===== config.mk =====
export PLATFORM = sky130hd
export DESIGN_NAME = servo_pulse_frame_sequencer_core_flat
export DESIGN_NICKNAME = d
export VERILOG_FILES = /design/src/design/spfs_pkg.sv /design/src/design/spfs_if.sv /design/src/design/servo_pulse_frame_sequencer_core.sv /design/src/design/spfs_engine.sv /design/src/design/spfs_skid.sv /design/src/flat_wrapper.sv
export SDC_FILE = /design/constraint.sdc
export NUM_CORES = 1
export LEC_CHECK = 0
export BUFFER_PORTS_ARGS = -buffer_cell sky130_fd_sc_hd__buf_2
export CAP_MARGIN = 5
export CORE_UTILIZATION = 55
export CTS_BUF_LIST = sky130_fd_sc_hd__clkbuf_4 sky130_fd_sc_hd__clkbuf_8
export CTS_CLUSTER_DIAMETER = 30
export DETAILED_ROUTE_END_ITERATION = 8
export PLACE_DENSITY_LB_ADDON = 0.25
export SYNTH_ARGS = -nofsm -noshare
export SYNTH_HDL_FRONTEND = slang
export SYNTH_HIERARCHICAL = 1
export SYNTH_SLANG_ARGS = --single-unit

===== constraint.sdc =====
create_clock -name clk -period 11.6 [get_ports clk]
set_clock_uncertainty 0.2 [all_clocks]
set_input_delay 1.16 -clock clk [delete_from_list [all_inputs] [get_ports clk]]
set_output_delay 1.16 -clock clk [all_outputs]
set_load 0.005 [all_outputs]

===== src/design/spfs_pkg.sv =====
// ----------------------------------------------------------------------------
// spfs_pkg
// Shared widths, codes and reset values of the servo pulse frame sequencer.
// ----------------------------------------------------------------------------
package spfs_pkg;

    localparam int SLOTS_DEFAULT = 8;

    // Input beat
    localparam int CMD_W   = 2;
    localparam int WIDTH_W = 16;

    localparam logic [CMD_W-1:0] CMD_TICK   = 2'd0;
    localparam logic [CMD_W-1:0] CMD_WIDTH  = 2'd1;
    localparam logic [CMD_W-1:0] CMD_ATTACH = 2'd2;

    // Result beat
    localparam int PHASE_W = 2;

    localparam logic [PHASE_W-1:0] PH_IDLE  = 2'd0;
    localparam logic [PHASE_W-1:0] PH_PULSE = 2'd1;
    localparam logic [PHASE_W-1:0] PH_GAP   = 2'd2;

    // Timing
    localparam int              TIME_W   = 20;
    localparam logic [TIME_W-1:0] TIME_MAX = '1;

    // Configuration registers
    localparam int CFG_IDX_W  = 3;
    localparam int CFG_DATA_W = 20;
    localparam int SCAN_W     = 4;
    localparam int GAP_W      = 16;

    localparam logic [CFG_IDX_W-1:0] REG_SLOTS_IN_USE   = 3'd0;
    localparam logic [CFG_IDX_W-1:0] REG_REFRESH_PERIOD = 3'd1;
    localparam logic [CFG_IDX_W-1:0] REG_MINIMUM_GAP    = 3'd2;
    localparam logic [CFG_IDX_W-1:0] REG_PULSE_FLOOR    = 3'd3;
    localparam logic [CFG_IDX_W-1:0] REG_PULSE_CEILING  = 3'd4;

    localparam logic [SCAN_W-1:0]  RST_SLOTS_IN_USE   = 4'd8;
    localparam logic [TIME_W-1:0]  RST_REFRESH_PERIOD = 20'd20000;
    localparam logic [GAP_W-1:0]   RST_MINIMUM_GAP    = 16'd1;
    localparam logic [WIDTH_W-1:0] RST_PULSE_FLOOR    = 16'd544;
    localparam logic [WIDTH_W-1:0] RST_PULSE_CEILING  = 16'd2400;
    localparam logic [WIDTH_W-1:0] RST_PULSE_WIDTH    = 16'd1500;

    // Width of a slot address
    function automatic int slot_bits(input int n);
        return (n > 1) ? $clog2(n) : 1;
    endfunction

    // Width of a slot number that can also hold "no slot"
    function automatic int active_bits(input int n);
        return $clog2(n + 1);
    endfunction

endpackage


===== src/design/spfs_if.sv =====
// ----------------------------------------------------------------------------
// spfs channel interfaces
// Command channel and result channel, valid/ready with payload.
// ----------------------------------------------------------------------------
interface spfs_cmd_if #(
    parameter int SLOTS = spfs_pkg::SLOTS_DEFAULT
);
    import spfs_pkg::*;

    localparam int SLOT_W = slot_bits(SLOTS);

    logic               valid;
    logic               ready;
    logic [CMD_W-1:0]   command;
    logic [SLOT_W-1:0]  slot;
    logic [WIDTH_W-1:0] pulse_width;
    logic               attach;

    modport source (output valid, command, slot, pulse_width, attach, input ready);
    modport sink   (input valid, command, slot, pulse_width, attach, output ready);

endinterface

interface spfs_res_if #(
    parameter int SLOTS = spfs_pkg::SLOTS_DEFAULT
);
    import spfs_pkg::*;

    localparam int ACT_W = active_bits(SLOTS);

    logic               valid;
    logic               ready;
    logic [SLOTS-1:0]   servo_levels;
    logic [PHASE_W-1:0] phase;
    logic [ACT_W-1:0]   active_slot;
    logic               running;

    modport source (output valid, servo_levels, phase, active_slot, running, input ready);
    modport sink   (input valid, servo_levels, phase, active_slot, running, output ready);

endinterface


===== src/design/servo_pulse_frame_sequencer_core.sv =====
// ----------------------------------------------------------------------------
// servo_pulse_frame_sequencer_core
// Multi-channel RC servo pulse frame sequencer driven by timer-tick beats.
//
//   channel | dir | handshake    | payload
//   --------+-----+--------------+-------------------------------------------
//   cmd     | in  | valid/ready  | command, slot, pulse_width, attach
//   res     | out | valid/ready  | servo_levels, phase, active_slot, running
//   cfg     | in  | cfg_we       | cfg_index, cfg_wdata (write only)
//
// Every command beat yields exactly one result beat. A beat is taken in any
// cycle while the skid entry is empty; its result shows on res the next
// cycle, or waits in the skid entry while res is stalled.
// The result register plus one skid entry let the input take one more beat
// while res is stalled; cmd.ready drops only when both are full.
// Reset clears the schedule to idle, detaches all slots and loads every
// pulse width with 1500 ticks and the registers with their defaults.
// ----------------------------------------------------------------------------
module servo_pulse_frame_sequencer_core #(
    parameter int SLOTS = spfs_pkg::SLOTS_DEFAULT
) (
    input  logic                            clk,
    input  logic                            rst_n,
    input  logic                            cfg_we,
    input  logic [spfs_pkg::CFG_IDX_W-1:0]  cfg_index,
    input  logic [spfs_pkg::CFG_DATA_W-1:0] cfg_wdata,
    spfs_cmd_if.sink                        cmd,
    spfs_res_if.source                      res
);
    import spfs_pkg::*;

    localparam int ACT_W = active_bits(SLOTS);
    localparam int RES_W = SLOTS + PHASE_W + ACT_W + 1;

    logic               fire;
    logic [SLOTS-1:0]   levels_next;
    logic [PHASE_W-1:0] phase_next;
    logic [ACT_W-1:0]   cur_next;
    logic               run_next;
    logic [RES_W-1:0]   res_data;

    assign fire = cmd.valid && cmd.ready;

    spfs_engine #(
        .SLOTS (SLOTS)
    ) u_engine (
        .clk         (clk),
        .rst_n       (rst_n),
        .cfg_we      (cfg_we),
        .cfg_index   (cfg_index),
        .cfg_wdata   (cfg_wdata),
        .fire        (fire),
        .command     (cmd.command),
        .slot        (cmd.slot),
        .pulse_width (cmd.pulse_width),
        .attach      (cmd.attach),
        .levels_next (levels_next),
        .phase_next  (phase_next),
        .cur_next    (cur_next),
        .run_next    (run_next)
    );

    spfs_skid #(
        .DATA_W (RES_W)
    ) u_skid (
        .clk       (clk),
        .rst_n     (rst_n),
        .in_valid  (cmd.valid),
        .in_ready  (cmd.ready),
        .in_data   ({levels_next, phase_next, cur_next, run_next}),
        .out_valid (res.valid),
        .out_ready (res.ready),
        .out_data  (res_data)
    );

    assign res.servo_levels = res_data[RES_W-1 -: SLOTS];
    assign res.phase        = res_data[ACT_W+1 +: PHASE_W];
    assign res.active_slot  = res_data[1 +: ACT_W];
    assign res.running      = res_data[0];

endmodule


===== src/design/spfs_engine.sv =====
// ----------------------------------------------------------------------------
// spfs_engine
// Frame scheduler state, configuration registers and next-state logic.
// ----------------------------------------------------------------------------
module spfs_engine #(
    parameter int SLOTS = spfs_pkg::SLOTS_DEFAULT
) (
    input  logic                                   clk,
    input  logic                                   rst_n,
    input  logic                                   cfg_we,
    input  logic [spfs_pkg::CFG_IDX_W-1:0]         cfg_index,
    input  logic [spfs_pkg::CFG_DATA_W-1:0]        cfg_wdata,
    input  logic                                   fire,
    input  logic [spfs_pkg::CMD_W-1:0]             command,
    input  logic [spfs_pkg::slot_bits(SLOTS)-1:0]  slot,
    input  logic [spfs_pkg::WIDTH_W-1:0]           pulse_width,
    input  logic                                   attach,
    output logic [SLOTS-1:0]                       levels_next,
    output logic [spfs_pkg::PHASE_W-1:0]           phase_next,
    output logic [spfs_pkg::active_bits(SLOTS)-1:0] cur_next,
    output logic                                   run_next
);
    import spfs_pkg::*;

    localparam int SLOT_W = slot_bits(SLOTS);
    localparam int ACT_W  = active_bits(SLOTS);
    localparam int CMP_W  = 6;

    localparam logic [ACT_W-1:0] NO_SLOT   = ACT_W'(SLOTS);
    localparam logic [CMP_W-1:0] SLOTS_CMP = CMP_W'(SLOTS);

    // Configuration
    logic [SCAN_W-1:0]  slots_in_use_reg;
    logic [TIME_W-1:0]  refresh_period_reg;
    logic [GAP_W-1:0]   minimum_gap_reg;
    logic [WIDTH_W-1:0] pulse_floor_reg;
    logic [WIDTH_W-1:0] pulse_ceiling_reg;

    // Scheduler state
    logic [WIDTH_W-1:0] table_reg [SLOTS];
    logic [WIDTH_W-1:0] table_next [SLOTS];
    logic [SLOTS-1:0]   attached_reg, attached_next;
    logic [SLOTS-1:0]   level_reg;
    logic [PHASE_W-1:0] phase_reg;
    logic [ACT_W-1:0]   cur_reg;
    logic [TIME_W-1:0]  ticks_reg, ticks_next;
    logic [TIME_W-1:0]  ilen_reg, ilen_next;
    logic [TIME_W-1:0]  ftime_reg, ftime_next;
    logic               run_reg;

    // Helpers
    logic [CMP_W-1:0]   scan_cnt;
    logic [SLOTS-1:0]   scan_mask;
    logic               slot_ok;
    logic [CMP_W-1:0]   next_cnt;
    logic               next_in_scan;
    logic [SLOT_W-1:0]  next_idx;
    logic               cur_ok;
    logic [SLOT_W-1:0]  cur_idx;
    logic [WIDTH_W-1:0] w_clamped;
    logic [TIME_W:0]    ft_sum;
    logic [TIME_W-1:0]  ft_sat;
    logic [TIME_W-1:0]  gap_raw;
    logic [TIME_W-1:0]  gap_len;
    logic [WIDTH_W-1:0] next_width;
    logic [TIME_W-1:0]  next_len;
    logic [WIDTH_W-1:0] width0;
    logic [TIME_W-1:0]  len0;
    logic               frame_ok;
    logic               do_start;
    logic               do_stop;

    always_ff @(posedge clk or negedge rst_n)
    begin
        if (!rst_n)
        begin
            slots_in_use_reg   <= RST_SLOTS_IN_USE;
            refresh_period_reg <= RST_REFRESH_PERIOD;
            minimum_gap_reg    <= RST_MINIMUM_GAP;
            pulse_floor_reg    <= RST_PULSE_FLOOR;
            pulse_ceiling_reg  <= RST_PULSE_CEILING;
        end
        else if (cfg_we)
        begin
            unique case (cfg_index)
                REG_SLOTS_IN_USE:   slots_in_use_reg   <= cfg_wdata[SCAN_W-1:0];
                REG_REFRESH_PERIOD: refresh_period_reg <= cfg_wdata[TIME_W-1:0];
                REG_MINIMUM_GAP:    minimum_gap_reg    <= cfg_wdata[GAP_W-1:0];
                REG_PULSE_FLOOR:    pulse_floor_reg    <= cfg_wdata[WIDTH_W-1:0];
                REG_PULSE_CEILING:  pulse_ceiling_reg  <= cfg_wdata[WIDTH_W-1:0];
                default: ;
            endcase
        end
    end

    // Scan window
    always_comb
    begin
        if (CMP_W'(slots_in_use_reg) > SLOTS_CMP)
            scan_cnt = SLOTS_CMP;
        else
            scan_cnt = CMP_W'(slots_in_use_reg);
        for (int i = 0; i < SLOTS; i++)
            scan_mask[i] = (CMP_W'(i) < scan_cnt);
    end

    assign slot_ok      = (CMP_W'(slot) < SLOTS_CMP);
    assign next_cnt     = CMP_W'(cur_reg) + CMP_W'(1);
    assign next_in_scan = (next_cnt < scan_cnt);
    assign next_idx     = next_cnt[SLOT_W-1:0];
    assign cur_ok       = (CMP_W'(cur_reg) < SLOTS_CMP);
    assign cur_idx      = cur_reg[SLOT_W-1:0];

    // When the limits cross, widths below the floor take the floor and all others the ceiling
    assign w_clamped = (pulse_width < pulse_floor_reg)   ? pulse_floor_reg :
                       (pulse_width > pulse_ceiling_reg) ? pulse_ceiling_reg :
                                                           pulse_width;

    // Frame time after the current pulse, saturated
    assign ft_sum = {1'b0, ftime_reg} + {1'b0, ilen_reg};
    assign ft_sat = ft_sum[TIME_W] ? TIME_MAX : ft_sum[TIME_W-1:0];

    assign gap_raw = (ft_sat < refresh_period_reg) ? (refresh_period_reg - ft_sat)
                                                   : TIME_W'(minimum_gap_reg);
    assign gap_len = (gap_raw == '0) ? TIME_W'(1) : gap_raw;

    assign next_width = next_in_scan ? table_reg[next_idx] : '0;
    assign next_len   = (next_width == '0) ? TIME_W'(1) : TIME_W'(next_width);

    // Slot 0 width as seen by a frame start, including a same-beat write
    assign width0 = (command == CMD_WIDTH && slot_ok && slot == '0) ? w_clamped
                                                                    : table_reg[0];
    assign len0   = (width0 == '0) ? TIME_W'(1) : TIME_W'(width0);

    assign frame_ok = |(attached_next & scan_mask);

    always_comb
    begin
        table_next    = table_reg;
        attached_next = attached_reg;
        levels_next   = level_reg;
        phase_next    = phase_reg;
        cur_next      = cur_reg;
        ticks_next    = ticks_reg;
        ilen_next     = ilen_reg;
        ftime_next    = ftime_reg;
        run_next      = run_reg;
        do_start      = 1'b0;
        do_stop       = 1'b0;

        case (command)
            CMD_TICK:
            begin
                if (run_reg)
                begin
                    if (ticks_reg > TIME_W'(1))
                        ticks_next = ticks_reg - TIME_W'(1);
                    else
                    begin
                        ticks_next = '0;
                        if (phase_reg == PH_PULSE && cur_ok)
                        begin
                            levels_next[cur_idx] = 1'b0;
                            ftime_next = ft_sat;
                            if (next_in_scan)
                            begin
                                cur_next   = ACT_W'(next_cnt);
                                phase_next = PH_PULSE;
                                ilen_next  = next_len;
                                ticks_next = next_len;
                                if (attached_reg[next_idx])
                                    levels_next[next_idx] = 1'b1;
                            end
                            else
                            begin
                                cur_next   = NO_SLOT;
                                phase_next = PH_GAP;
                                ilen_next  = gap_len;
                                ticks_next = gap_len;
                            end
                        end
                        else if (phase_reg == PH_GAP)
                            do_start = 1'b1;
                        else
                            do_stop = 1'b1;
                    end
                end
            end
            CMD_WIDTH:
            begin
                if (slot_ok)
                begin
                    table_next[slot] = w_clamped;
                    if (attached_reg[slot] && !run_reg)
                        do_start = 1'b1;
                end
            end
            CMD_ATTACH:
            begin
                if (slot_ok)
                begin
                    levels_next[slot]   = 1'b0;
                    attached_next[slot] = attach;
                    if (attach)
                        do_start = !run_reg;
                    else
                        do_stop = !frame_ok;
                end
            end
            default: ;
        endcase

        if (do_start && frame_ok)
        begin
            run_next   = 1'b1;
            ftime_next = '0;
            cur_next   = '0;
            phase_next = PH_PULSE;
            ilen_next  = len0;
            ticks_next = len0;
            if (attached_next[0])
                levels_next[0] = 1'b1;
        end
        else if (do_stop || do_start)
        begin
            run_next    = 1'b0;
            phase_next  = PH_IDLE;
            cur_next    = NO_SLOT;
            ilen_next   = '0;
            ticks_next  = '0;
            levels_next = '0;
        end
    end

    always_ff @(posedge clk or negedge rst_n)
    begin
        if (!rst_n)
        begin
            for (int i = 0; i < SLOTS; i++)
                table_reg[i] <= RST_PULSE_WIDTH;
            attached_reg <= '0;
            level_reg    <= '0;
            phase_reg    <= PH_IDLE;
            cur_reg      <= NO_SLOT;
            ticks_reg    <= '0;
            ilen_reg     <= '0;
            ftime_reg    <= '0;
            run_reg      <= 1'b0;
        end
        else if (fire)
        begin
            table_reg    <= table_next;
            attached_reg <= attached_next;
            level_reg    <= levels_next;
            phase_reg    <= phase_next;
            cur_reg      <= cur_next;
            ticks_reg    <= ticks_next;
            ilen_reg     <= ilen_next;
            ftime_reg    <= ftime_next;
            run_reg      <= run_next;
        end
    end

endmodule


===== src/design/spfs_skid.sv =====
// ----------------------------------------------------------------------------
// spfs_skid
// Result register with a skid stage so the input side keeps moving while a
// result waits.
// ----------------------------------------------------------------------------
module spfs_skid #(
    parameter int DATA_W = 16
) (
    input  logic              clk,
    input  logic              rst_n,
    input  logic              in_valid,
    output logic              in_ready,
    input  logic [DATA_W-1:0] in_data,
    output logic              out_valid,
    input  logic              out_ready,
    output logic [DATA_W-1:0] out_data
);
    logic              out_valid_reg;
    logic              skid_valid_reg;
    logic [DATA_W-1:0] out_data_reg;
    logic [DATA_W-1:0] skid_data_reg;

    assign in_ready  = !skid_valid_reg;
    assign out_valid = out_valid_reg;
    assign out_data  = out_data_reg;

    always_ff @(posedge clk or negedge rst_n)
    begin
        if (!rst_n)
        begin
            out_valid_reg  <= 1'b0;
            skid_valid_reg <= 1'b0;
        end
        else if (skid_valid_reg)
        begin
            // drain the skid stage into the result register
            if (out_ready)
                skid_valid_reg <= 1'b0;
        end
        else if (in_valid)
        begin
            out_valid_reg <= 1'b1;
            if (out_valid_reg && !out_ready)
                skid_valid_reg <= 1'b1;
        end
        else if (out_ready)
            out_valid_reg <= 1'b0;
    end

    always_ff @(posedge clk)
    begin
        if (skid_valid_reg)
        begin
            if (out_ready)
                out_data_reg <= skid_data_reg;
        end
        else if (in_valid)
        begin
            if (out_valid_reg && !out_ready)
                skid_data_reg <= in_data;
            else
                out_data_reg <= in_data;
        end
    end

endmodule


===== src/flat_wrapper.sv =====
// flat-port wrapper written by rule: the top's interface ports become plain ports
module servo_pulse_frame_sequencer_core_flat import spfs_pkg::*;
#(
    parameter int SLOTS = spfs_pkg::SLOTS_DEFAULT
)
  (clk, rst_n, cfg_we, cfg_index, cfg_wdata, cmd_valid, cmd_command, cmd_slot, cmd_pulse_width, cmd_attach, cmd_ready, res_valid, res_servo_levels, res_phase, res_active_slot, res_running, res_ready);
  spfs_cmd_if #(.SLOTS(SLOTS)) cmd_i ();
  spfs_res_if #(.SLOTS(SLOTS)) res_i ();
  input  logic clk;
  input  logic rst_n;
  input  logic cfg_we;
  input  logic [spfs_pkg::CFG_IDX_W-1:0] cfg_index;
  input  logic [spfs_pkg::CFG_DATA_W-1:0] cfg_wdata;
  input wire logic [$bits(cmd_i.valid)-1:0] cmd_valid;
  input wire logic [$bits(cmd_i.command)-1:0] cmd_command;
  input wire logic [$bits(cmd_i.slot)-1:0] cmd_slot;
  input wire logic [$bits(cmd_i.pulse_width)-1:0] cmd_pulse_width;
  input wire logic [$bits(cmd_i.attach)-1:0] cmd_attach;
  output wire logic [$bits(cmd_i.ready)-1:0] cmd_ready;
  output wire logic [$bits(res_i.valid)-1:0] res_valid;
  output wire logic [$bits(res_i.servo_levels)-1:0] res_servo_levels;
  output wire logic [$bits(res_i.phase)-1:0] res_phase;
  output wire logic [$bits(res_i.active_slot)-1:0] res_active_slot;
  output wire logic [$bits(res_i.running)-1:0] res_running;
  input wire logic [$bits(res_i.ready)-1:0] res_ready;
  assign cmd_i.valid = cmd_valid;
  assign cmd_i.command = cmd_command;
  assign cmd_i.slot = cmd_slot;
  assign cmd_i.pulse_width = cmd_pulse_width;
  assign cmd_i.attach = cmd_attach;
  assign cmd_ready = cmd_i.ready;
  assign res_valid = res_i.valid;
  assign res_servo_levels = res_i.servo_levels;
  assign res_phase = res_i.phase;
  assign res_active_slot = res_i.active_slot;
  assign res_running = res_i.running;
  assign res_i.ready = res_ready;
  servo_pulse_frame_sequencer_core #(.SLOTS(SLOTS)) u_core (.clk(clk), .rst_n(rst_n), .cfg_we(cfg_we), .cfg_index(cfg_index), .cfg_wdata(cfg_wdata), .cmd(cmd_i), .res(res_i));
endmodule

# Word-level counts from Yosys, hierarchy flattened
# Cells that the tools add are included.
[op_classes]
magnitude_cmp = 24
n_reduce_logical = 42
addsub = 4
mux = 95
n_eq_ne = 12
n_bitwise = 9
[ops]
columns = ["operator", "n"]
rows = [
  ["$mux W20", 21],
  ["$mux W16", 9],
  ["$bwmux W128", 1],
  ["$mux W15", 4],
  ["$mux W8", 7],
  ["$bmux W16 S3", 1],
  ["$demux W16 S3", 1],
  ["$logic_not A16 Y1", 2],
  ["$mux W4", 8],
  ["$mux W1", 26],
  ["$and A8 B8 Y8", 3],
  ["$lt A3 B6 Y1 const A", 4],
  ["$add A20 B20 Y21", 1],
  ["$gt A20 B1 Y1 const B", 1],
  ["$logic_not A20 Y1", 1],
  ["$lt A20 B20 Y1", 1],
  ["$sub A20 B1 Y20 const B", 1],
  ["$sub A20 B20 Y20", 1],
  ["$gt A16 B16 Y1", 1],
  ["$lt A16 B16 Y1", 1],
  ["$not A8 Y8", 2],
  ["$pmux W8 S2", 1],
  ["$mux W2", 7],
  ["$reduce_and A2 Y1", 7],
  ["37 further kinds", 74],
]
[word_totals]
in_bits = 50
register_bits = 315
output_inout_bits = 17
word_cells = 211

# Logic depth before layout (Yosys ltp)
# Gate-level depths: netlist of the first run.
[depth]
word_depth = 18
depth_mapped = 26
ltp_nobuf = 23

# Hierarchy
# Netlist of the first run, hierarchy kept.
[modules_own_cells]
columns = ["mod", "cells_per_inst", "seq_area_each_um2", "instances", "area_each_um2"]
rows = [
  ["spfs_engine", 1831, 7169.4, 1, 17656.9],
  ["spfs_skid", 57, 950.9, 1, 1255.0],
  ["servo_pulse_frame_sequencer_core", 1, 0.0, 1, 6.3],
]

# Least setup slack after synthesis of the first run
# Ideal clock, no wire load.
[synth_path]
kind = "reg-to-reg"
startpoint = "register u_core.u_engine.ilen_reg[0]"
endpoint = "register u_core.u_engine.ticks_reg[2]"
t_arrival_ps = 5385
path_stages_with_launch = 27
setup_slack_ps = 5889
required_ps = 11274
path_cell_list = "dfrtp_1 -> ha_1 -> fa_1 -> a21o_1 -> a21oi_1 -> nand2b_1 -> a21oi_1 -> a22o_1 -> o21ai_0 -> o21ai_0 -> a221o_1 -> clkbuf_1 -> or2_2 -> ha_1 -> fa_1 -> nand2b_1 -> a21oi_1 -> o211ai_1 -> a21bo_2 -> and2_1 -> clkbuf_1 -> clkbuf_1 -> nand2_1 -> nand2_1 -> a21oi_1 -> o32ai_1 -> a221o_1"
[synth_via]
elab_chain_cells = 13
elab_cells_between_ends = 14
[synth_rtl]
columns = ["element", "line_no", "source"]
rows = [
  ["start: declaration", "spfs_engine.sv:47", "logic [TIME_W-1:0] ilen_reg, ilen_next;"],
  ["start signal: assignment", "spfs_engine.sv:258", "ilen_reg <= ilen_next;"],
  ["$add A20 B20 Y21 (*)", "spfs_engine.sv:120", "assign ft_sum = {1'b0, ftime_reg} + {1'b0, ilen_reg};"],
  ["$mux W20 (*)", "spfs_engine.sv:121", "assign ft_sat = ft_sum[TIME_W] ? TIME_MAX : ft_sum[TIME_W-1:0];"],
  ["$sub A20 B20 Y20 / $lt A20 B20 Y1 (equally long branches)", "spfs_engine.sv:123", "assign gap_raw = (ft_sat < refresh_period_reg) ? (refresh_period_reg - ft_sat)"],
  ["$mux W20 (*)", "spfs_engine.sv:123", ""],
  ["$logic_not A20 Y1", "spfs_engine.sv:125", "assign gap_len = (gap_raw == '0) ? TIME_W'(1) : gap_raw;"],
  ["$mux W20 (*)", "spfs_engine.sv:125", ""],
  ["$mux W20 (*)", "spfs_engine.sv:165", "if (next_in_scan)"],
  ["$mux W20 (*)", "spfs_engine.sv:161", "if (phase_reg == PH_PULSE && cur_ok)"],
  ["$mux W20 (*)", "spfs_engine.sv:156", "if (ticks_reg > TIME_W'(1))"],
  ["$mux W20 (*)", "spfs_engine.sv:154", "if (run_reg)"],
  ["$mux W20 (*)", "spfs_engine.sv:151", "case (command)"],
  ["$mux W20 (*)", "spfs_engine.sv:224", "else if (do_stop || do_start)"],
  ["$mux W20 (*)", "spfs_engine.sv:213", "if (do_start && frame_ok)"],
  ["end signal: assignment", "spfs_engine.sv:257", "ticks_reg <= ticks_next;"],
  ["end: declaration", "spfs_engine.sv:46", "logic [TIME_W-1:0] ticks_reg, ticks_next;"],
]
# Every way passes the cells marked *; elsewhere a longest branch is shown, timed or not. The select of a mux whose other input is x is not followed.
# A chain may end at the register's enable or synchronous reset.

# Worst setup path in the final report of the first run
[layout_path]
startpoint = "register u_core.u_engine.ilen_reg[0]"
endpoint = "register u_core.u_engine.ticks_reg[0]"
# Same word-level chain as after synthesis.

==> summary.txt, run 1 <==
Status
  – Status: finished, final reports clean

Worst setup path
  – WP data required: about 12 ns
  – Cells along the critical path: ha_1, fa_1, a21o_1, a21oi_1, nand2b_1, a21oi_1, a22o_1, o21ai_0, o21ai_0, a221o_1, or2_2, ha_1, fa_1, nand2b_1, a21oi_1, o211ai_1, a21bo_2, nand2_1, o21a_1, a41o_1, a31oi_1, or4b_1, nand3_1
  – Crit path arrival time: roughly 7.3 ns
  – Most frequent CP cell: a21oi_1
  – Critical path type: register to register
  – Crit. End Element: register
  – Delay-heaviest family, CP: compound AO/OA/AOI/OAI gates
  – Crit start category: register
  – Slowest stage delay, CP: approximately 0.64 ns
  – CP bufs+invs: 0
  – Slowest CP cell: a221o_1
  – Maximum net fanout on the critical path: 21

Clock network
  – CTS buffer count: around 80
  – Root buf cell: clkbuf_8
  – CTS Hold Bufs: 0
  – H-tree Lvls: 3
  – Clock sink total: ~320
  – PostCTS Resize Cnt: 0
  – Postcts setup bufs: 0
  – CTS tree: done
  – Clk Latency, worst-skew pair: roughly 0.63 ns
  – Clock buffer depth: 3
  – Reg clk slew, reported paths: ~0.050 ns

Layout
  – Antenna cell count: 0
  – Max reg flops: between 100 and 150
  – Fin util: roughly 64%
  – FILL cells: 2775
  – Register area: about 8000 sq um
  – # nets final: around 2100
  – Multi-input logic area: between 10000 and 15000 sq um
  – Fraction of layout cells with a size suffix above 1: 27.1%
  – Final Cell Area: 21600 sq um
  – Syn-to-layout area delta: 14.4%

Timing
  – Maximum clock frequency: between 100 and 150 MHz
  – Final-report setup violation count: 0
  – Slew @ Worst Pin: roughly 1.2 ns
  – Slew margin rel.: roughly 17%
  – Unrepaired setup endpoints after global routing: false
  – Max Slew Vio Count: 0
  – Fin crit share: 59.7%
  – Setup TNS: 0 ns
  – Final Critical Period: around 6.9 ns
  – Final hold violation count: 0

Detailed routing
  – WL/cell: between 20 and 25 um
  – DRC Markers: 0
  – DRT Pass-1 Iters: 5
  – Drt total wl: 56.7 mm
  – Total number of vias: approximately 16000
  – Antenna Nets Post-Route: 0
  – Via density: 6.31
  – Iter 0 DRT Violations: between 1500 and 2000

Die
  – Row count: 67
  – Core Region: ~34000 sq um
  – Num ports: 67
  – Die area: 35100 sq um
  – Initial core utilization: ~56%
  – Die H: roughly 190 um
  – Chip width: between 150 and 200 um

Synthesis
  – Ys async rst share: between 90% and 100%
  – Avg Cell Area, Syn: around 10 sq um
  – Post-synth EDFFs: 30
  – Post-Syn Area: approximately 19000 sq um
  – Post-Synthesis Cells: 1889
  – Yosys warns: 6
  – Sequential area share after synthesis: a little over two fifths
  – Main flop type after synthesis: dfrtp_1
  – Mapped Nets: ~2000
  – #FFs+latches synth: about 320
  – Synth unique cells: 100

Global route
  – Vias in the first global route: around 15000
  – Initial antenna violation count: 0
  – First-pass GRT wire length: around 90 mm
  – GRT Total Usage: about a third
  – Largest net degree at the start of global routing: 100
  – Global-route congestion overflow total: 0

Worst hold path
  – HP Class: register to register

Power
  – Sw Share: between 40% and 50%
  – Net load switching power: 2.77 mW
  – Clock power frac: 26.4%
  – Seq pwr share: 26.0%
  – Comb power frac: approximately 48%
  – Peak supply drop: around 190 uV
  – Pleak: between 9 and 10 nW
  – Internal Dissipation: ~3.8 mW
  – P per Cell Area: between 300 and 400 nW/um^2

Place
  – DPL Wire Length: 40.5 mm
  – GP Congestion: roughly 0.97
  – Post-DP Area: 19600 sq um
  – Input/output buffers: 66

Job
  – Max Cap Viol: 0
-- cell families (layout without fill, tap and decap cells) --
| group | Yosys count | after routing | synth area share, % |
|---|---|---|---|
| DFF | 315 | 315 | 42.9 |
| and+or+nand+nor | 604 | 604 | 15.0 |
| buffers and inverters | 155 | 298 | 3.62 |
| xor gates and xnor gates | 46 | 46 | 2.17 |
| AOI/OAI and AO/OA | 462 | 462 | 15.8 |
| muxes | 228 | 228 | 15.1 |
| adders and majority gates | 79 | 79 | 5.30 |
-- cells in the mapped netlist (18+ instances only) --
cell type	count	area (sq um)
mux2i_1	42	420
clkbuf_1	59	221
nor4_1	19	119
mux2_2	145	1630
a211oi_1	25	188
ha_1	77	963
nor2_1	126	473
a21oi_1	91	455
a31oi_1	18	113
nand2_1	248	931
buf_2	21	105
nor3_1	39	195
edfxtp_1	30	901
mux4_2	26	586
o21ai_0	140	701
xor2_1	21	184
dfrtp_1	215	5380
dfstp_2	70	1840
xnor2_1	24	210
nand4_1	18	113
nand3_1	49	245
inv_1	57	214
a21o_1	24	180
-- layout by cell type (no fill, tap or decap), types with 24 or more instances in the layout --
master	n
ha_1	76
clkbuf_8	92
mux2_2	145
nand2_1	248
dfrtp_1	214
mux2i_1	42
dfstp_2	70
o21ai_0	140
a21oi_1	91
nand3_1	49
edfxtp_1	30
a211oi_1	25
mux4_2	26
nor3_1	38
inv_1	57
xnor2_1	24
nor2_1	126
buf_2	65
a21o_1	24
-- worst paths after layout --
check                                                   start                       endpoint  slack (ns)  cells after the start
worst min-delay path            u_core/u_engine/table_reg[99]  u_core/u_engine/table_reg[99]        0.26                      2
max in group asynchronous                               rst_n  u_core/u_engine/table_reg[34]        8.79                      3
worst max-delay path              u_core/u_engine/ilen_reg[0]   u_core/u_engine/ticks_reg[0]        4.68                     23
min in group asynchronous                               rst_n   u_core/u_engine/level_reg[5]        0.36                      1
worst max register to register    u_core/u_engine/ilen_reg[0]   u_core/u_engine/ticks_reg[0]        4.68                     23
worst min register to register  u_core/u_engine/table_reg[99]  u_core/u_engine/table_reg[99]        0.26                      2
-- worst min-delay path: cells and delay by family (launching register included) --
| family | cells | cell delay [ns] |
|---|---|---|
| flops | 1 | 0.36 |
| simple gates | 2 | 0.10 |
-- cell type report --
cell class | count | area share [%]
well taps | 448 | 2.59
clock inverters | 43 | 3.15
multi-input cells | 1419 | 46.9
inverters | 59 | 1.04
flip-flops and latches | 315 | 37.5
clock buffers | 107 | 6.37
repair buffers | 89 | 2.37
-- routing by layer --
| metal | track usage, % | wire length [um] | vias up |
|---|---|---|---|
| met4 | 16.1 | 2410 | 0 |
| met3 | 6.21 | 4660 | 123 |
| met2 | 49.5 | 25300 | 702 |
| met1 | 46.3 | 24400 | 7732 |
| li1 | - | - | 7093 |
| met5 | 0 | 0 | - |
-- per-stage QoR --
step	total power [mW]	std cells	worst slack (ns)	hold slack [ns]
finish	6.60	2480	4.68	0.258
global route	6.99	2480	4.16	0.276
CTS	6.56	2480	4.74	0.258
detailed placement	4.78	2330	4.80	0.249
global placement	4.75	2330	4.94	0.246
floorplan	3.84	1889	5.89	0.237
-- power groups by stage --
stage	Sequential (mW)	Combinational (mW)	Clock, mW
finish	1.72	3.14	1.74
global route	1.75	3.41	1.83
CTS	1.71	3.08	1.77
detailed placement	1.73	3.05	0
global placement	1.71	3.03	0
floorplan	1.63	2.21	0
No activity file was read; power rests on OpenSTA's default activity.
==> inputs of run 2 (changes only) <==
Settings changed: ABC_AREA set to 1.
Clock period 11.6 ns to 7.2 ns, I/O delays scaled along.
==> run 2 against run 1 <==
Compared with the run above:
- total power is 47% higher
- register-to-register slack worse by 3.2 ns
- core utilization down 1.4 points
- final area shrank 2.5%
- die area fell by 0.55%
- global-route usage fell by 0.59 points
- first-iteration DRC count increased by 1.8%
- area after synthesis fell by 0.56%
- non-clock buffer count down 14
- via count up 11%
==> summary.txt, run 2 <==
Power
  – Comb power frac: 46.9% (was 47.6%)
  – Overall power: 9.68 mW (was 6.60 mW)
  – Peak supply drop: 328 uV (was 190 uV)
  – Net load switching power: 4.38 mW (was 2.77 mW)
  – Sw Share: 45.3% (was 42.0%)
  – Internal Dissipation: 5.29 mW (was 3.83 mW)
  – Pleak: 10.2 nW (was 9.38 nW)
  – P per Cell Area: 459 nW/um^2 (was 305 nW/um^2)
  – Clock power frac: 25.0% (was 26.4%)
  – Seq pwr share: 28.1% (was 26.0%)

Global route
  – Initial antenna violation count: 0 (unchanged)
  – First-pass GRT wire length: 89.2 mm (was 89.9 mm)
  – Global-route congestion overflow total: 0 (unchanged)
  – GRT Total Usage: 32.5% (was 33.1%)
  – Vias in the first global route: 16700 (was 15400)
  – Largest net degree at the start of global routing: 187 (was 100)

Synthesis
  – Sequential area share after synthesis: 43.2% (was 42.9%)
  – Yosys top cell area share: 28.6% (was 28.4%)
  – Yosys warns: 6 (unchanged)
  – Post-synth EDFFs: 30 (unchanged)
  – Count leader, synth: nand2_1 (unchanged)
  – #FFs+latches synth: 315 (unchanged)
  – Ys async rst share: 90.5% (unchanged)
  – Synth unique cells: 64 (was 100)
  – Post-Synthesis Cells: 2517 (was 1889)
  – Top cells by area, synth: dfrtp_1 29%, nand2_1 15%, dfstp_2 9.8% (was dfrtp_1 28%, dfstp_2 9.7%, mux2_2 8.6%)
  – Area leader, netlist: dfrtp_1 (unchanged)
  – Main flop type after synthesis: dfrtp_1 (unchanged)
  – Avg Cell Area, Syn: 7.47 sq um (was 10.0 sq um)
  – Post-Syn Area: 18800 sq um (was 18900 sq um)
  – Post-synth top cells: 771 x nand2_1, 335 x o21ai_0, 245 x nor2_1 (was 248 x nand2_1, 215 x dfrtp_1, 145 x mux2_2)
  – Mapped Nets: 2646 (was 2018)

Clock network
  – H-tree Lvls: 3 (unchanged)
  – Root buf cell: clkbuf_8 (unchanged)
  – CTS Hold Bufs: 1 (was 0)
  – PostCTS Resize Cnt: 0 (unchanged)
  – Clock sink total: 315 (unchanged)
  – Clk Latency, worst-skew pair: 0.66 ns (was 0.63 ns)
  – Reg clk slew, reported paths: 0.05 ns (about the same)
  – CTS tree: done (unchanged)
  – Clock buffer depth: 3 (unchanged)
  – CTS buffer count: 75 (was 81)
  – Postcts setup bufs: 0 (unchanged)

Timing
  – Slew margin rel.: 14.5% (was 17.5%)
  – Final-report setup violation count: 0 (unchanged)
  – Slew @ Worst Pin: 1.28 ns (was 1.24 ns)
  – Fin crit share: 80.0% (was 59.7%)
  – Final hold violation count: 0 (unchanged)
  – Final hold slack: 0.127 ns (was 0.258 ns)
  – Maximum clock frequency: 174 MHz (was 145 MHz)
  – Final Critical Period: 5.76 ns (was 6.92 ns)
  – Unrepaired setup endpoints after global routing: false (unchanged)
  – Setup TNS: 0 ns (unchanged)
  – Max Slew Vio Count: 0 (unchanged)
  – Slack of the critical path: 1.44 ns (was 4.68 ns)

Detailed routing
  – Iter 0 DRT Violations: 1612 (was 1583)
  – DRT Pass-1 Iters: 5 (unchanged)
  – DRC Markers: 0 (unchanged)
  – Antenna Nets Post-Route: 0 (unchanged)
  – Met3 Routed Length: 3.82 mm (was 4.66 mm)
  – Top sig layer: met4 (unchanged)
  – WL met2: 25.2 mm (was 25.3 mm)
  – Metal1 wirelength: 24.8 mm (was 24.4 mm)
  – WL/cell: 18.1 um (was 22.9 um)
  – Total number of vias: 17400 (was 15700)
  – Drt total wl: 55.7 mm (was 56.7 mm)
  – Via density: 5.65 (was 6.31)

Status
  – Status: finished, final reports clean (unchanged)

Layout
  – Fraction of layout cells with a size suffix above 1: 13.3% (was 27.1%)
  – Most frequent cells in the layout: 771 x nand2_1, 335 x o21ai_0, 245 x nor2_1, 214 x dfrtp_1, 205 x inv_1 (was 248 x nand2_1, 214 x dfrtp_1, 145 x mux2_2, 140 x o21ai_0, 126 x nor2_1)
  – Antenna cell count: 0 (unchanged)
  – Max reg flops: 128 (unchanged)
  – Syn-to-layout area delta: 12.2% (was 14.4%)
  – Commonest non-fill, non-tap cell in the layout: nand2_1 (unchanged)
  – # nets final: 2702 (was 2094)

Worst setup path
  – Cells on worst reg2reg path: 24 (was 23)
  – Crit path arrival time: 6.03 ns (was 7.27 ns)
  – R2R Path Start: u_core/u_engine/ilen_reg[0] (unchanged)
  – Slowest CP cell: nand3_1 (was a221o_1)
  – Cells along the critical path: ha_1, fa_1, nand2_1, nand2_1, o21ai_0, inv_1, nand4_1, nand3_1, nor2_1, inv_1, ha_1, fa_1, inv_1, nand3_1, nand3_1, nand3_1, nand3_2, nand2_1, nand2_1, o21ai_0, o21ai_0, o22ai_1, nand2_1, o211ai_1 (was ha_1, fa_1, a21o_1, a21oi_1, nand2b_1, a21oi_1, a22o_1, o21ai_0, o21ai_0, a221o_1, or2_2, ha_1, fa_1, nand2b_1, a21oi_1, o211ai_1, a21bo_2, nand2_1, o21a_1, a41o_1, a31oi_1, or4b_1, nand3_1)
  – Slack of the worst reg-to-reg path: 1.44 ns (was 4.68 ns)
  – Crit. End Element: register (unchanged)
  – Most frequent CP cell: nand2_1 (was a21oi_1)
  – Critical path type: register to register (unchanged)
  – CP bufs+invs: 3 (was 0)
  – Crit start category: register (unchanged)
  – Maximum net fanout on the critical path: 20 (was 21)
  – Slowest stage delay, CP: 0.59 ns (was 0.64 ns)
  – WP data required: 7.47 ns (was 11.95 ns)
  – Crit path depth: 24 (was 23)
  – Delay-heaviest family, CP: simple AND/OR/NAND/NOR gates (was compound AO/OA/AOI/OAI gates)
  – Critical R2R Capture: u_core/u_engine/ticks_reg[15] (was u_core/u_engine/ticks_reg[0])

Die
  – Num ports: 67 (unchanged)
  – Core Region: 33600 sq um (was 33700 sq um)
  – Chip width: 187 um (about the same)
  – Row count: 67 (unchanged)
  – Initial core utilization: 56.0% (was 56.1%)
  – Die area: 34900 sq um (was 35100 sq um)
  – Die H: 187 um (about the same)

Place
  – Place WS: 1.55 ns (was 4.80 ns)
  – Input/output buffers: 66 (unchanged)
  – GP Congestion: 0.962 (was 0.972)
  – DPL Wire Length: 39.9 mm (was 40.5 mm)

Worst hold path
  – Hold Crit Start: cfg_wdata[18] (was u_core/u_engine/table_reg[99])
  – Hold Crit Depth: 2 (unchanged)
  – HP Class: primary input to register (was register to register)
  – Worst Hold End: u_core/u_engine/refresh_period_reg[18] (was u_core/u_engine/table_reg[99])

Job
  – Max Cap Viol: 0 (unchanged)
## run 2: per-layer routing
metal  vias to the layer above  global-route usage, %
met5                         -                      0
met1                      8256                   44.3
li1                       8394                      -
met3                       139                   6.60
met2                       627                   50.5
met4                         0                   13.9
## run 2: power groups by stage
| stage | Combinational [mW] | Clock, mW | Sequential (mW) |
|---|---|---|---|
| final | 4.54 | 2.42 | 2.72 |
| after detailed placement | 4.42 | 0 | 2.73 |
| after CTS | 4.44 | 2.47 | 2.71 |
| after global placement | 4.38 | 0 | 2.71 |
| after global routing | 5.06 | 2.55 | 2.77 |
| after floorplan | 3.23 | 0 | 2.60 |
## run 2: cells by family after synthesis
kind of cell	after synthesis	share of synthesized area, %
AND/OR/NAND/NOR	1240	27.1
AO/OA/AOI/OAI	512	14.8
buffers and inverters	319	7.01
flip-flops	315	43.2
adder cells (fa/ha/maj)	79	5.33
XOR/XNOR	37	1.72
multiplexers	15	0.825
## run 2: worst max-delay path by stage
stage                                startpoint                            end  slack [ns]
floorplan           u_core/u_engine/ilen_reg[0]   u_core/u_engine/ticks_reg[0]        2.85
global placement    u_core/u_engine/ilen_reg[0]   u_core/u_engine/ticks_reg[8]        1.72
detailed placement  u_core/u_engine/ilen_reg[0]  u_core/u_engine/ticks_reg[15]        1.55
CTS                 u_core/u_engine/ilen_reg[0]  u_core/u_engine/ticks_reg[15]        1.54
global route        u_core/u_engine/ilen_reg[0]  u_core/u_engine/ticks_reg[15]        0.95
finish              u_core/u_engine/ilen_reg[0]  u_core/u_engine/ticks_reg[15]        1.44
## run 2: layout make-up
type	instances	area, sq um
Fill cell	3052	12500
Sequential cell	315	8120
Timing Repair Buffer	75	423
Inverter	223	847
Clock inverter	37	460
Clock buffer	102	1320
Multi-Input combinational cell	1883	9370
Tap cell	448	561
## run 2: stage by stage
| stage | area, sq um | std cells | util, % |
|---|---|---|---|
| floorplan | 18800 | 2517 | - |
| global placement | 19300 | 2943 | 57.5 |
| detailed placement | 19300 | 2943 | 57.5 |
| CTS | 21100 | 3083 | 62.8 |
| global route | 21100 | 3083 | 62.8 |
| finish | 21100 | 3083 | 62.8 |
